**src/sv/thl_pkg.sv**
```systemverilog
// thl_pkg: shared constants, types and codes of the tree hierarchical lock unit
// used by every module of the block; depends on nothing
`default_nettype none

package thl_pkg;

   localparam int MAX_NODES     = 1024;
   localparam int NODE_BITS     = 10;
   localparam int SWEEP_BITS    = NODE_BITS + 1;
   localparam int COUNT_BITS    = 11;
   localparam int LIMIT_BITS    = 11;
   localparam int BRANCH_BITS   = 10;
   localparam int USER_BITS     = 16;
   localparam int CSR_ADDR_BITS = 3;
   localparam int CSR_DATA_BITS = 32;

   localparam logic [BRANCH_BITS-1:0] BRANCHING_RESET  = BRANCH_BITS'(2);
   localparam logic [LIMIT_BITS-1:0]  NODE_COUNT_RESET = LIMIT_BITS'(MAX_NODES);

   // request kinds
   localparam logic KIND_LOCK   = 1'b0;
   localparam logic KIND_UNLOCK = 1'b1;

   // register index, taken from paddr bit 2
   typedef enum logic {
      REG_BRANCHING  = 1'b0,
      REG_NODE_COUNT = 1'b1
   } reg_index_type;

   typedef struct packed {
      logic [BRANCH_BITS-1:0] branching;
      logic [LIMIT_BITS-1:0]  node_count;
      logic                   rebuild;
   } cfg_type;

   // one entry of the node table
   typedef struct packed {
      logic [NODE_BITS-1:0]  parent;
      logic                  held;
      logic [COUNT_BITS-1:0] count;
   } node_word_type;

   typedef enum logic [2:0] {
      ST_SWEEP,
      ST_IDLE,
      ST_FIRST,
      ST_CHECK,
      ST_ADJUST,
      ST_FINISH
   } state_type;

endpackage

`default_nettype wire

```
**src/sv/thl_csr.sv**
```systemverilog
// thl_csr: apb register file holding branching and node_count
// depends on thl_pkg
`default_nettype none

module thl_csr (
   input  wire logic                                 clock,
   input  wire logic                                 reset,
   input  wire logic                                 psel,
   input  wire logic                                 penable,
   input  wire logic                                 pwrite,
   input  wire logic [thl_pkg::CSR_ADDR_BITS-1:0]    paddr,
   input  wire logic [thl_pkg::CSR_DATA_BITS-1:0]    pwdata,
   output logic      [thl_pkg::CSR_DATA_BITS-1:0]    prdata,
   output logic                                      pready,
   output thl_pkg::cfg_type                          cfg
);
   import thl_pkg::*;

   logic [BRANCH_BITS-1:0] branching_ff, branching_in;
   logic [LIMIT_BITS-1:0]  node_count_ff, node_count_in;
   logic                   wr_en;
   reg_index_type          sel;

   assign wr_en = psel & penable & pwrite;
   assign sel   = reg_index_type'(paddr[2]);

   always_comb begin
      branching_in  = branching_ff;
      node_count_in = node_count_ff;
      if (wr_en) begin
         case (sel)
            REG_BRANCHING:  branching_in  = pwdata[BRANCH_BITS-1:0];
            REG_NODE_COUNT: node_count_in = pwdata[LIMIT_BITS-1:0];
            default:        branching_in  = branching_ff;
         endcase
      end
   end

   always_ff @(posedge clock) begin
      if (reset) begin
         branching_ff  <= BRANCHING_RESET;
         node_count_ff <= NODE_COUNT_RESET;
      end else begin
         branching_ff  <= branching_in;
         node_count_ff <= node_count_in;
      end
   end

   always_comb begin
      case (sel)
         REG_BRANCHING:  prdata = CSR_DATA_BITS'(branching_ff);
         REG_NODE_COUNT: prdata = CSR_DATA_BITS'(node_count_ff);
         default:        prdata = '0;
      endcase
   end

   assign pready         = 1'b1;
   assign cfg.branching  = branching_ff;
   assign cfg.node_count = node_count_ff;
   // a new branching value means every stored parent must be recomputed
   assign cfg.rebuild    = wr_en & (sel == REG_BRANCHING);

endmodule

`default_nettype wire

```
**config.mk**
```make
export PLATFORM = sky130hd
export DESIGN_NAME = thl_csr
export DESIGN_NICKNAME = d
export VERILOG_FILES = /design/src/sv/thl_pkg.sv /design/src/sv/thl_csr.sv
export SDC_FILE = /design/constraint.sdc
export NUM_CORES = 1
export LEC_CHECK = 0
export BUFFER_PORTS_ARGS = -buffer_cell sky130_fd_sc_hd__buf_4
export CELL_PAD_IN_SITES_DETAIL_PLACEMENT = 2
export CELL_PAD_IN_SITES_GLOBAL_PLACEMENT = 2
export CORE_MARGIN = 8
export CORE_UTILIZATION = 20
export CTS_BUF_LIST = sky130_fd_sc_hd__clkbuf_8 sky130_fd_sc_hd__clkbuf_16
export DETAILED_ROUTE_END_ITERATION = 10
export PLACE_DENSITY = 0.76
export SLEW_MARGIN = 5
export SYNTH_ARGS = -nofsm -noshare
export SYNTH_HDL_FRONTEND = slang
export SYNTH_SLANG_ARGS = --single-unit
```
**constraint.sdc**
```tcl
create_clock -name clock -period 0.9 [get_ports clock]
set_input_delay 0.09 -clock clock [delete_from_list [all_inputs] [get_ports clock]]
set_output_delay 0.09 -clock clock [all_outputs]
set_load 0.02 [all_outputs]
```
---- After elaboration in Yosys (flattened, before gate mapping) ----
Index checks and enable logic that the tools add are counted.
word-level totals
  latch bits .............................. 0
  bits in writable memories ............... 0
  output and inout bits ................... 55
  memories ................................ 0
  memory bits (read-only) ................. 0
  logic and storage cells ................. 9
  input bits .............................. 40
  bits in registers ....................... 21
cells by class
  bitwise operators ....................... 4
  divide/modulo/power cells ............... 0
  shifts and indexed selects .............. 0
  magnitude comparators ................... 0
  reductions and logical operators ........ 2
  equality and inequality tests ........... 0
  add/subtract/negate cells ............... 0
  multiplexer cells ....................... 1
  multiply operators ...................... 0
operators by type and width
  operator           count
  $pmux W32 S2       1
  $reduce_and A2 Y1  2
  $and A1 B1 Y1      3
  $not A1 Y1         1

---- Logic depth before layout (Yosys ltp) ----
Gate-level depths: netlist of the first run.
  depth after elaboration ................. 3
  depth in mapped cells ................... 4
  depth with buffers taken out ............ 3

---- Least setup slack after synthesis of the first run ----
OpenSTA, ideal clock, no wires.
  kind .................................... register to output
  start point ............................. register node_count_ff[0]
  end point ............................... output prdata[0] (netlist name)
  data arrival time ....................... 699 ps
  buffers on the path ..................... 0
  stages on the path, launching flop included .. 2
  slack ................................... 111 ps
  data required time ...................... 810 ps
  cells stage by stage .................... dfxtp_1 mux2_2
on the way
  longest elaborated chain between the ends .. 1
ends and longest elaborated chain
  what                      RTL line       RTL
  start: declaration        thl_csr.sv:20  logic [LIMIT_BITS-1:0] node_count_ff, node_count_in;
  start signal: assignment  thl_csr.sv:45  node_count_ff <= node_count_in;
  $pmux W32 S2              thl_csr.sv:50  case (sel)
  end: declaration          thl_csr.sv:13  output logic [thl_pkg::CSR_DATA_BITS-1:0] prdata,
Every way passes these cells. The select of a mux whose other input is x is not followed.

---- Final worst setup path of the first run ----
  start point ............................. register node_count_ff[9]
  end point ............................... output prdata[9] (netlist name)
Same word-level chain as after synthesis.

==> metrics.md, run 1 <==
| Metric | Value |
|---|---|
| GP Congestion | 0.676 |
| Crit start category | flip-flop |
| Fill count | 659 |
| Post-Syn Area | 0.00121 mm² |
| Worst hold path class | in2reg |
| Reg clk slew, reported paths | 0.09 ns |
| CTS root buffer | clkbuf_8 |
| RSZ-0062 raised after global routing | true |
| Syn. warnings | 0 |
| Yosys reg bits | 21 |
| Critical path type | reg2out |
| Post-synthesis sequential area ratio | 34.9% |
| Endpoints failing setup | 30 |
| Tmin final | 1.10 ns |
| Hold-fix buffers, CTS | 0 |
| Post-synth cell types | 14 |
| Sequential cell area | 447 µm² |
| Setup tns final | -2.24 ns |
| Violated checks | negative setup slack |
| DRC viols | 0 |
| Number of diodes | 0 |
| Placed Area | 0.00162 mm² |
| Dpl hpwl | 2800 µm |
| Leak Pwr | 0.00101 µW |
| Gate Count Post-Synth | 119 |
| Fmax | 911 MHz |
| Vias in the first global route | 1224 |
| Worst Skew | 0 ns |
| Clk_lat worst skew | 0.26 ns |
| Setup crit end kind | primary output |
| Gr usage total | 9.33% |
| Fin area | 0.00207 mm² |
| Post-route setup slack | -0.197 ns |
| FF-to-FF setup slack | 0.05 ns |
| Post-route ant nets | 0 |
| Most frequent cells in the layout | buf_6, nand2b_1, buf_4, conb_1 |
| Port bufs | 49 |
| Syn_area_per_cell | 10.1 µm² |
| Die ar. | 0.00877 mm² |
| Hold_ws | 0.0808 ns |
| Antenna violations before repair | 0 |
| Critical-path top delay cell | dfxtp_2 |
| CTS Buf Count | 3 |
| Largest net degree at the start of global routing | 34 |
| Drt pass-1 iters | 2 |
| Routed vias/inst | 3.79 |
| First-pass GRT wire length | 6480 µm |
| Post-layout util | 35.2% |
| Area occupied by multi-input gates | 672 µm² |
| Total gr overflow | 0 |
| I/O Pins | 95 |
| H-Tree Depth | 1 |
| Power per Cell Area | 1010 mW/mm² |
| CP top delay family | flip-flops |
| Final hold vios | 0 |
| Max stage delay on crit path | 0.34 ns |
| Initial DRC Count | 53 |
| Die height | 93.7 µm |
| Final WL | 4190 µm |
| Commonest non-fill, non-tap cell in the layout | buf_6 |
| Status | complete, but fails checks |
| Max-slew violations | 0 |
| Max VDD drop | 0.000493 V |
| Total number of vias | 1022 |
| Maximum clock insertion buffer count | 2 |
| Die X | 93.7 µm |
| Number of max-cap violations | 0 |
| Area Growth Syn to Fin | 71.9% |
| Crit-path cells | mux2_4 -> buf_6 |
| Pre-CTS setup slack | -0.0808 ns |
| CTS tree | yes |
| # rows | 28 |
| Nets | 236 |
| Avg WL per Cell | 15.5 µm |
| Initial Util | 20.5% |
| Buf/Inv on CP | 1 |
| CP Max Fanout | 2 |
| CTS Sinks | 21 |
| Core Footprint | 0.00589 mm² |
| Period utilization | 122% |
| CP Data Arrival Time | 1.01 ns |
| Share of layout cells above drive strength 1 | 60.5% |
| Required time worst endpoint | 0.81 ns |
-- synth_stat cells --
| cell type | n | area, µm² |
|---|---|---|
| nand2b_1 | 29 | 181 |
| buf_4 | 22 | 165 |
| dfxtp_1 | 21 | 420 |
| mux2i_1 | 21 | 210 |
| mux2_2 | 10 | 113 |
| nor2_1 | 4 | 15.0 |
| clkbuf_1 | 3 | 11.3 |
| buf_8 | 2 | 30.0 |
| conb_1 | 2 | 7.51 |
| and2_1 | 1 | 6.26 |
| and4_4 | 1 | 11.3 |
| buf_2 | 1 | 5.00 |
| inv_4 | 1 | 6.26 |
| nand4b_4 | 1 | 23.8 |
-- through the flow --
stage,std cells,power (µW)
after CTS,264,2110
after floorplan,139,1300
after global routing,270,2230
final,270,2100
after detailed placement,243,1410
after global placement,243,1400
-- state kept, by name, indices dropped and copies added (netlist names) --
signal,flops
node_count_ff,11
branching_ff,10
-- tightest hold or removal path, stage by stage --
cell	delay, ns
buf_4	0.08
nor2_1	0.03
mux2i_1	0.11
-- cell families after synthesis --
family | after synthesis | share of synthesized area [%]
buffers and inverters | 29 | 18.0
flip-flops | 21 | 34.9
multiplexers | 31 | 26.8
other | 2 | 0.623
AND/OR/NAND/NOR | 36 | 19.7
-- path summary, 6_finish.rpt --
check | end | cells past startpoint | from
setup / recovery | prdata[9] | 2 | node_count_ff[9]
hold / removal | node_count_ff[10] | 3 | pwdata[10]
setup reg to reg | node_count_ff[9] | 4 | node_count_ff[9]
hold reg to reg | node_count_ff[10] | 2 | node_count_ff[10]
-- timing repair --
action,4_1_cts,5_1_grt
setup buffers,18,20
endpoints found under the setup margin,17,31
resized for setup,72,20
-- report_power, final --
group	leakage, µW	total [µW]	switching, µW	internal, µW
Combinational	0.000800	508	264	244
Sequential	0.000178	967	14.5	953
Clock	0.0000269	629	325	304
-- metal layers --
layer | GRT usage [%] | vias to the layer above | part of all wire [%]
li1 | - | 495 | -
met1 | 10.6 | 484 | 42
met2 | 16.6 | 41 | 50
met3 | 2.72 | 2 | 8.2
met4 | 2.38 | 0 | 0.53
met5 | 0 | - | 0
-- layout make-up --
class / instances / share of cell area [%]
clock inverters: 1 / 0.181
well taps: 75 / 4.53
inverters: 1 / 0.302
flip-flops and latches: 21 / 21.5
repair buffers: 80 / 39.0
multi-input cells: 89 / 32.4
clock buffers: 3 / 1.99
Note: power is estimated with default switching activity, not from simulation.
==> run 2: changes to the inputs <==
--- a/config.mk
+++ b/config.mk
@@ -13,6 +13,7 @@
 export CTS_BUF_LIST = sky130_fd_sc_hd__clkbuf_8 sky130_fd_sc_hd__clkbuf_16
 export DETAILED_ROUTE_END_ITERATION = 10
 export PLACE_DENSITY = 0.76
+export REMOVE_ABC_BUFFERS = 1
 export SLEW_MARGIN = 5
 export SYNTH_ARGS = -nofsm -noshare
 export SYNTH_HDL_FRONTEND = slang
==> run 2 against run 1 <==
  * The run still ends with negative setup slack left
  * Combinational power barely moved
  * Clock-buffer cell count is the same
  * Critical path depth unchanged
==> metrics.md, run 2 (synthesized netlist as in run 1, its figures left out) <==
| Metric | Value |
|---|---|
| Final hold vios | 0 (unchanged) |
| Largest net degree at the start of global routing | 34 (unchanged) |
| Sequential cell area | 447 µm² (unchanged) |
| Crit start category | flip-flop (unchanged) |
| Reg-to-Reg Start | node_count_ff[7] (was node_count_ff[9]) |
| DR WL met3 | 355 µm (was 345 µm) |
| Critical Path Source | branching_ff[0] (was node_count_ff[9]) |
| Clk_lat worst skew | 0.26 ns (about the same) |
| Number of max-cap violations | 0 (unchanged) |
| Initial DRC Count | 12 (was 53) |
| Largest Register | node_count_ff (unchanged) |
| Required time worst endpoint | 0.81 ns (about the same) |
| Routed vias/inst | 3.82 (was 3.79) |
| Final WL | 4200 µm (was 4190 µm) |
| CP Data Arrival Time | 1.01 ns (about the same) |
| Power per Cell Area | 999 mW/mm² (was 1010 mW/mm²) |
| H-Tree Depth | 1 (unchanged) |
| Period utilization | 123% (was 122%) |
| Worst hold path class | in2reg (unchanged) |
| Area occupied by multi-input gates | 664 µm² (was 672 µm²) |
| Max FFs per register | 11 (unchanged) |
| Dpl hpwl | 2830 µm (was 2800 µm) |
| Reg clk slew, reported paths | 0.08 ns (was 0.09 ns) |
| Max stage delay on crit path | 0.34 ns (about the same) |
| Critical-path top delay cell | dfxtp_2 (unchanged) |
| Top sig layer | met4 (unchanged) |
| Antenna violations before repair | 0 (unchanged) |
| # rows | 28 (unchanged) |
| Violated checks | negative setup slack (unchanged) |
| CTS Buf Count | 3 (unchanged) |
| Maximum clock insertion buffer count | 2 (unchanged) |
| Avg WL per Cell | 15.3 µm (was 15.5 µm) |
| GP Congestion | 0.650 (was 0.676) |
| Setup tns final | -2.16 ns (was -2.24 ns) |
| Fill count | 646 (was 659) |
| Endpoints failing setup | 32 (was 30) |
| I/O Pins | 95 (unchanged) |
| Max VDD drop | 0.000562 V (was 0.000493 V) |
| Post-Route M1 WL | 1570 µm (was 1750 µm) |
| Core Footprint | 0.00589 mm² (unchanged) |
| Die X | 93.7 µm (unchanged) |
| Total gr overflow | 0 (unchanged) |
| Share of layout cells above drive strength 1 | 61.5% (was 60.5%) |
| Die ar. | 0.00877 mm² (unchanged) |
| Port bufs | 49 (unchanged) |
| Most frequent cells in the layout | buf_6, buf_4, nand2b_1, conb_1 (was buf_6, nand2b_1, buf_4, conb_1) |
| Area Growth Syn to Fin | 74.6% (was 71.9%) |
| Drt pass-1 iters | 3 (was 2) |
| Gr usage total | 9.29% (was 9.33%) |
| CTS Sinks | 21 (unchanged) |
| Setup crit end kind | primary output (unchanged) |
| Biggest regs | node_count_ff x11, branching_ff x10 (unchanged) |
| Metal2 WL | 2250 µm (was 2080 µm) |
| CTS tree | yes (unchanged) |
| Hold Crit Start | pwdata[1] (was pwdata[10]) |
| Status | complete, but fails checks (unchanged) |
| Worst Skew | 0 ns (unchanged) |
| Tmin final | 1.10 ns (about the same) |
| Die height | 93.7 µm (unchanged) |
| RSZ-0062 raised after global routing | true (unchanged) |
| Leak Pwr | 0.00102 µW (was 0.00101 µW) |
| Max-slew violations | 0 (unchanged) |
| Number of diodes | 0 (unchanged) |
| Initial Util | 20.5% (unchanged) |
| Nets | 241 (was 236) |
| DRC viols | 0 (unchanged) |
| Post-route ant nets | 0 (unchanged) |
| Total number of vias | 1050 (was 1022) |
| Crit-path cells | mux2_4 -> buf_6 (unchanged) |
| First-pass GRT wire length | 6480 µm (unchanged) |
| CTS root buffer | clkbuf_8 (unchanged) |
| Hold-fix buffers, CTS | 0 (unchanged) |
| Fmax | 905 MHz (was 911 MHz) |
| CP Max Fanout | 2 (unchanged) |
| Commonest non-fill, non-tap cell in the layout | buf_6 (unchanged) |
| Pre-CTS setup slack | -0.0759 ns (was -0.0808 ns) |
| Critical path type | reg2out (unchanged) |
| Post-route setup slack | -0.205 ns (was -0.197 ns) |
| Vias in the first global route | 1238 (was 1224) |
[run 2: changes by cell type in the layout (fill, tap and decap cells not counted)]
cell,change
buf_12,-1
buf_6,+4
mux2_4,-2
buf_4,+2
mux2_2,+2
[run 2: worst max-delay path, delay by kind of cell, from the launching register on]
family	cells	cell delay, ns
multiplexers	1	0.28
flip-flops	1	0.34
buffers and inverters	1	0.13
[run 2: path summary, 6_finish.rpt]
path	cells after the start	end	slack, ns
worst max-delay path	2	prdata[0]	-0.20
worst min register to register	2	node_count_ff[10]	0.55
worst max register to register	4	node_count_ff[7]	0.11
worst min-delay path	3	node_count_ff[1]	0.1
[run 2: cell type report]
class | instances | share of cell area (%)
clock buffers | 3 | 1.96
clock inverters | 1 | 0.178
inverters | 1 | 0.297
multi-input cells | 89 | 31.6
flip-flops and latches | 21 | 21.2
well taps | 75 | 4.46
repair buffers | 85 | 40.3
[run 2: what timing repair did]
action / 4_1_cts / 5_1_grt
endpoints found under the setup margin: 16 / 33
gates resized for setup: 72 / 19
endpoints found under the hold margin: 0 / 0
buffers inserted: 20 / 21
[run 2: stage by stage]
stage	hold slack [ns]	utilization, %	cell area (µm²)	instances	power, µW
CTS	0.0904	34.5	2030	267	2130
finish	0.0985	35.8	2110	275	2100
global placement	0.352	27.6	1620	244	1400
floorplan	0.245	-	1070	111	1210
detailed placement	0.369	27.6	1620	244	1410
global route	0.114	35.8	2110	275	2210
[run 2: metal layers]
| metal | GRT usage, % | vias up |
|---|---|---|
| met1 | 9.63 | 504 |
| met4 | 2.38 | 0 |
| met3 | 3.68 | 2 |
| met2 | 17.0 | 40 |
| li1 | - | 504 |
| met5 | 0 | - |
[run 2: power breakdown]
group	switching [µW]	total [µW]	internal, µW
Sequential	15.5	968	952
Combinational	262	510	248
Clock	322	626	304
==> run 3: changes to the inputs <==
--- a/config.mk
+++ b/config.mk
@@ -8,6 +8,7 @@
 export BUFFER_PORTS_ARGS = -buffer_cell sky130_fd_sc_hd__buf_4
 export CELL_PAD_IN_SITES_DETAIL_PLACEMENT = 2
 export CELL_PAD_IN_SITES_GLOBAL_PLACEMENT = 2
+export CORE_ASPECT_RATIO = 2
 export CORE_MARGIN = 8
 export CORE_UTILIZATION = 20
 export CTS_BUF_LIST = sky130_fd_sc_hd__clkbuf_8 sky130_fd_sc_hd__clkbuf_16
==> run 3 against run 2 <==
  * The run still ends with negative setup slack left
  * Critical path depth unchanged
  * Clock skew unchanged
  * Non-clock buffer count up 1
  * Largest power group unchanged
==> metrics.md, run 3 (synthesized netlist as in run 1, its figures left out) <==
| Metric | Value |
|---|---|
| H-Tree Depth | 1 (unchanged) |
| Nets | 242 (was 241) |
| Max FFs per register | 11 (unchanged) |
| Reg clk slew, reported paths | 0.06 ns (was 0.08 ns) |
| Reg-to-Reg Start | branching_ff[5] (was node_count_ff[7]) |
| Post-route ant nets | 0 (unchanged) |
| Maximum clock insertion buffer count | 2 (unchanged) |
| FF-to-FF setup slack | 0.03 ns (was 0.11 ns) |
| Gate power share | 21.1% (was 24.2%) |
| Switching power | 630 µW (was 600 µW) |
| Crit start category | flip-flop (unchanged) |
| Power per Cell Area | 1140 mW/mm² (was 999 mW/mm²) |
| Hold Crit Start | pwdata[10] (was pwdata[1]) |
| Cells on worst reg2reg path | 5 (was 4) |
| Critical path type | reg2out (unchanged) |
| Post-route setup slack | -0.173 ns (was -0.205 ns) |
| Post-layout util | 36.1% (was 35.8%) |
| Fill count | 659 (was 646) |
| Number of diodes | 0 (unchanged) |
| Total number of vias | 1070 (was 1050) |
| Tmin final | 1.07 ns (was 1.10 ns) |
| Reg2reg end | branching_ff[5] (was node_count_ff[7]) |
| CTS Sinks | 21 (unchanged) |
| Gr usage total | 9.17% (was 9.29%) |
| CP Max Fanout | 2 (unchanged) |
| Required time worst endpoint | 0.81 ns (about the same) |
| Dpl hpwl | 2880 µm (was 2830 µm) |
| Antenna violations before repair | 0 (unchanged) |
| Max VDD drop | 0.000549 V (was 0.000562 V) |
| Hold endpoint | node_count_ff[10] (was node_count_ff[1]) |
| Leak Pwr | 0.00104 µW (was 0.00102 µW) |
| Period utilization | 119% (was 123%) |
| Status | complete, but fails checks (unchanged) |
| Drt pass-1 iters | 4 (was 3) |
| Placed Area | 0.00163 mm² (was 0.00162 mm²) |
| Port bufs | 49 (unchanged) |
| Sequential cell area | 447 µm² (unchanged) |
| Total gr overflow | 0 (unchanged) |
| Largest Register | node_count_ff (unchanged) |
| Setup tns final | -1.88 ns (was -2.16 ns) |
| Sequential share of power | 39.9% (was 46.0%) |
| Biggest regs | node_count_ff x11, branching_ff x10 (unchanged) |
| Largest net degree at the start of global routing | 34 (unchanged) |
| Most frequent cells in the layout | buf_6, buf_4, nand2b_1, conb_1 (unchanged) |
| Final hold vios | 0 (unchanged) |
| Clk_lat worst skew | 0.25 ns (was 0.26 ns) |
| RSZ-0062 raised after global routing | true (unchanged) |
| Number of max-cap violations | 0 (unchanged) |
| DRC viols | 0 (unchanged) |
| Worst hold path class | in2reg (unchanged) |
| Share of layout cells above drive strength 1 | 62.7% (was 61.5%) |
| CTS Buf Count | 3 (unchanged) |
| Setup crit end kind | primary output (unchanged) |
| Vias in the first global route | 1234 (was 1238) |
| CTS root buffer | clkbuf_16 (was clkbuf_8) |
| Pint | 1800 µW (was 1500 µW) |
| First-pass GRT wire length | 6630 µm (was 6480 µm) |
| CP Data Arrival Time | 0.98 ns (was 1.01 ns) |
| Avg WL per Cell | 16.0 µm (was 15.3 µm) |
| GP Congestion | 0.616 (was 0.650) |
| Clock group share of total power | 39.1% (was 29.8%) |
| Die ar. | 0.00892 mm² (was 0.00877 mm²) |
| Fmax | 932 MHz (was 905 MHz) |
| Initial Util | 20.4% (was 20.5%) |
| Final WL | 4240 µm (was 4200 µm) |
| Core Footprint | 0.00591 mm² (was 0.00589 mm²) |
| Sw Share | 26.0% (was 28.5%) |
| Die height | 126 µm (was 93.7 µm) |
| Worst Skew | 0 ns (unchanged) |
| # rows | 40 (was 28) |
| I/O Pins | 95 (unchanged) |
| Area occupied by multi-input gates | 672 µm² (was 664 µm²) |
| Fin area | 0.00213 mm² (was 0.00211 mm²) |
| Endpoints failing setup | 20 (was 32) |
| Routed vias/inst | 4.05 (was 3.82) |
| Max-slew violations | 0 (unchanged) |
| Initial DRC Count | 5 (was 12) |
| Commonest non-fill, non-tap cell in the layout | buf_6 (unchanged) |
| Area Growth Syn to Fin | 76.6% (was 74.6%) |
| Die X | 70.9 µm (was 93.7 µm) |
| CTS tree | yes (unchanged) |
| Hold path depth | 3 (unchanged) |
| Violated checks | negative setup slack (unchanged) |
[run 3: cell types whose count changed in the layout (fill, tap and decap cells not counted), sizes merged]
cell and change:
inv -1, buf +1, clkinv +1
[run 3: worst max path at each step]
stage                      from          endpoint  slack, ns
3_3_place_gp           paddr[2]         prdata[8]      -0.04
3_5_place_dp           paddr[2]  node_count_ff[4]      -0.04
2_1_floorplan  node_count_ff[0]         prdata[0]       0.11
5_1_grt         branching_ff[5]         prdata[5]      -0.20
4_1_cts         branching_ff[1]         prdata[1]      -0.17
6_report        branching_ff[5]         prdata[5]      -0.17
[run 3: area by class of cell]
type,count,share of cell area (%)
clock inverters,1,0.235
repair buffers,86,39.7
flip-flops and latches,21,21.0
clock buffers,3,3.53
multi-input cells,89,31.6
well taps,63,3.70
inverters,1,0.294
[run 3: critical path, cell delays in order, from the launching register on]
cell and delay [ns]:
dfxtp_2 0.33, mux2_4 0.27, buf_6 0.13
[run 3: repair_timing]
item                       4_1_cts  5_1_grt
gates resized for setup         65       20
setup endpoints to repair       19       32
setup buffers                   14       17
hold buffers                     0        0
[run 3: routing by layer]
| layer | vias to the layer above | share of wire (%) | track usage (%) |
|---|---|---|---|
| met5 | - | 0 | 0 |
| li1 | 503 | - | - |
| met4 | 0 | 0.43 | 1.85 |
| met1 | 509 | 38 | 10.1 |
| met3 | 2 | 10 | 4.77 |
| met2 | 56 | 51 | 15.2 |
[run 3: per-stage QoR]
stage	std cells	power, µW	hold slack [ns]	setup WS [ns]
2_1_floorplan	111	1210	0.245	0.111
3_3_place_gp	237	1400	0.349	-0.0356
3_5_place_dp	237	1410	0.368	-0.0403
4_1_cts	254	2440	0.0995	-0.172
5_1_grt	264	2540	0.104	-0.198
6_report	264	2430	0.103	-0.173
[run 3: power groups by stage]
stage                     registers [µW]  logic (µW)  clock network (µW)
after floorplan                     1010         197                   0
after global placement               984         411                   0
after detailed placement             985         422                   0
after CTS                            966         485                 986
after global routing                 970         549                1030
final                                968         512                 949
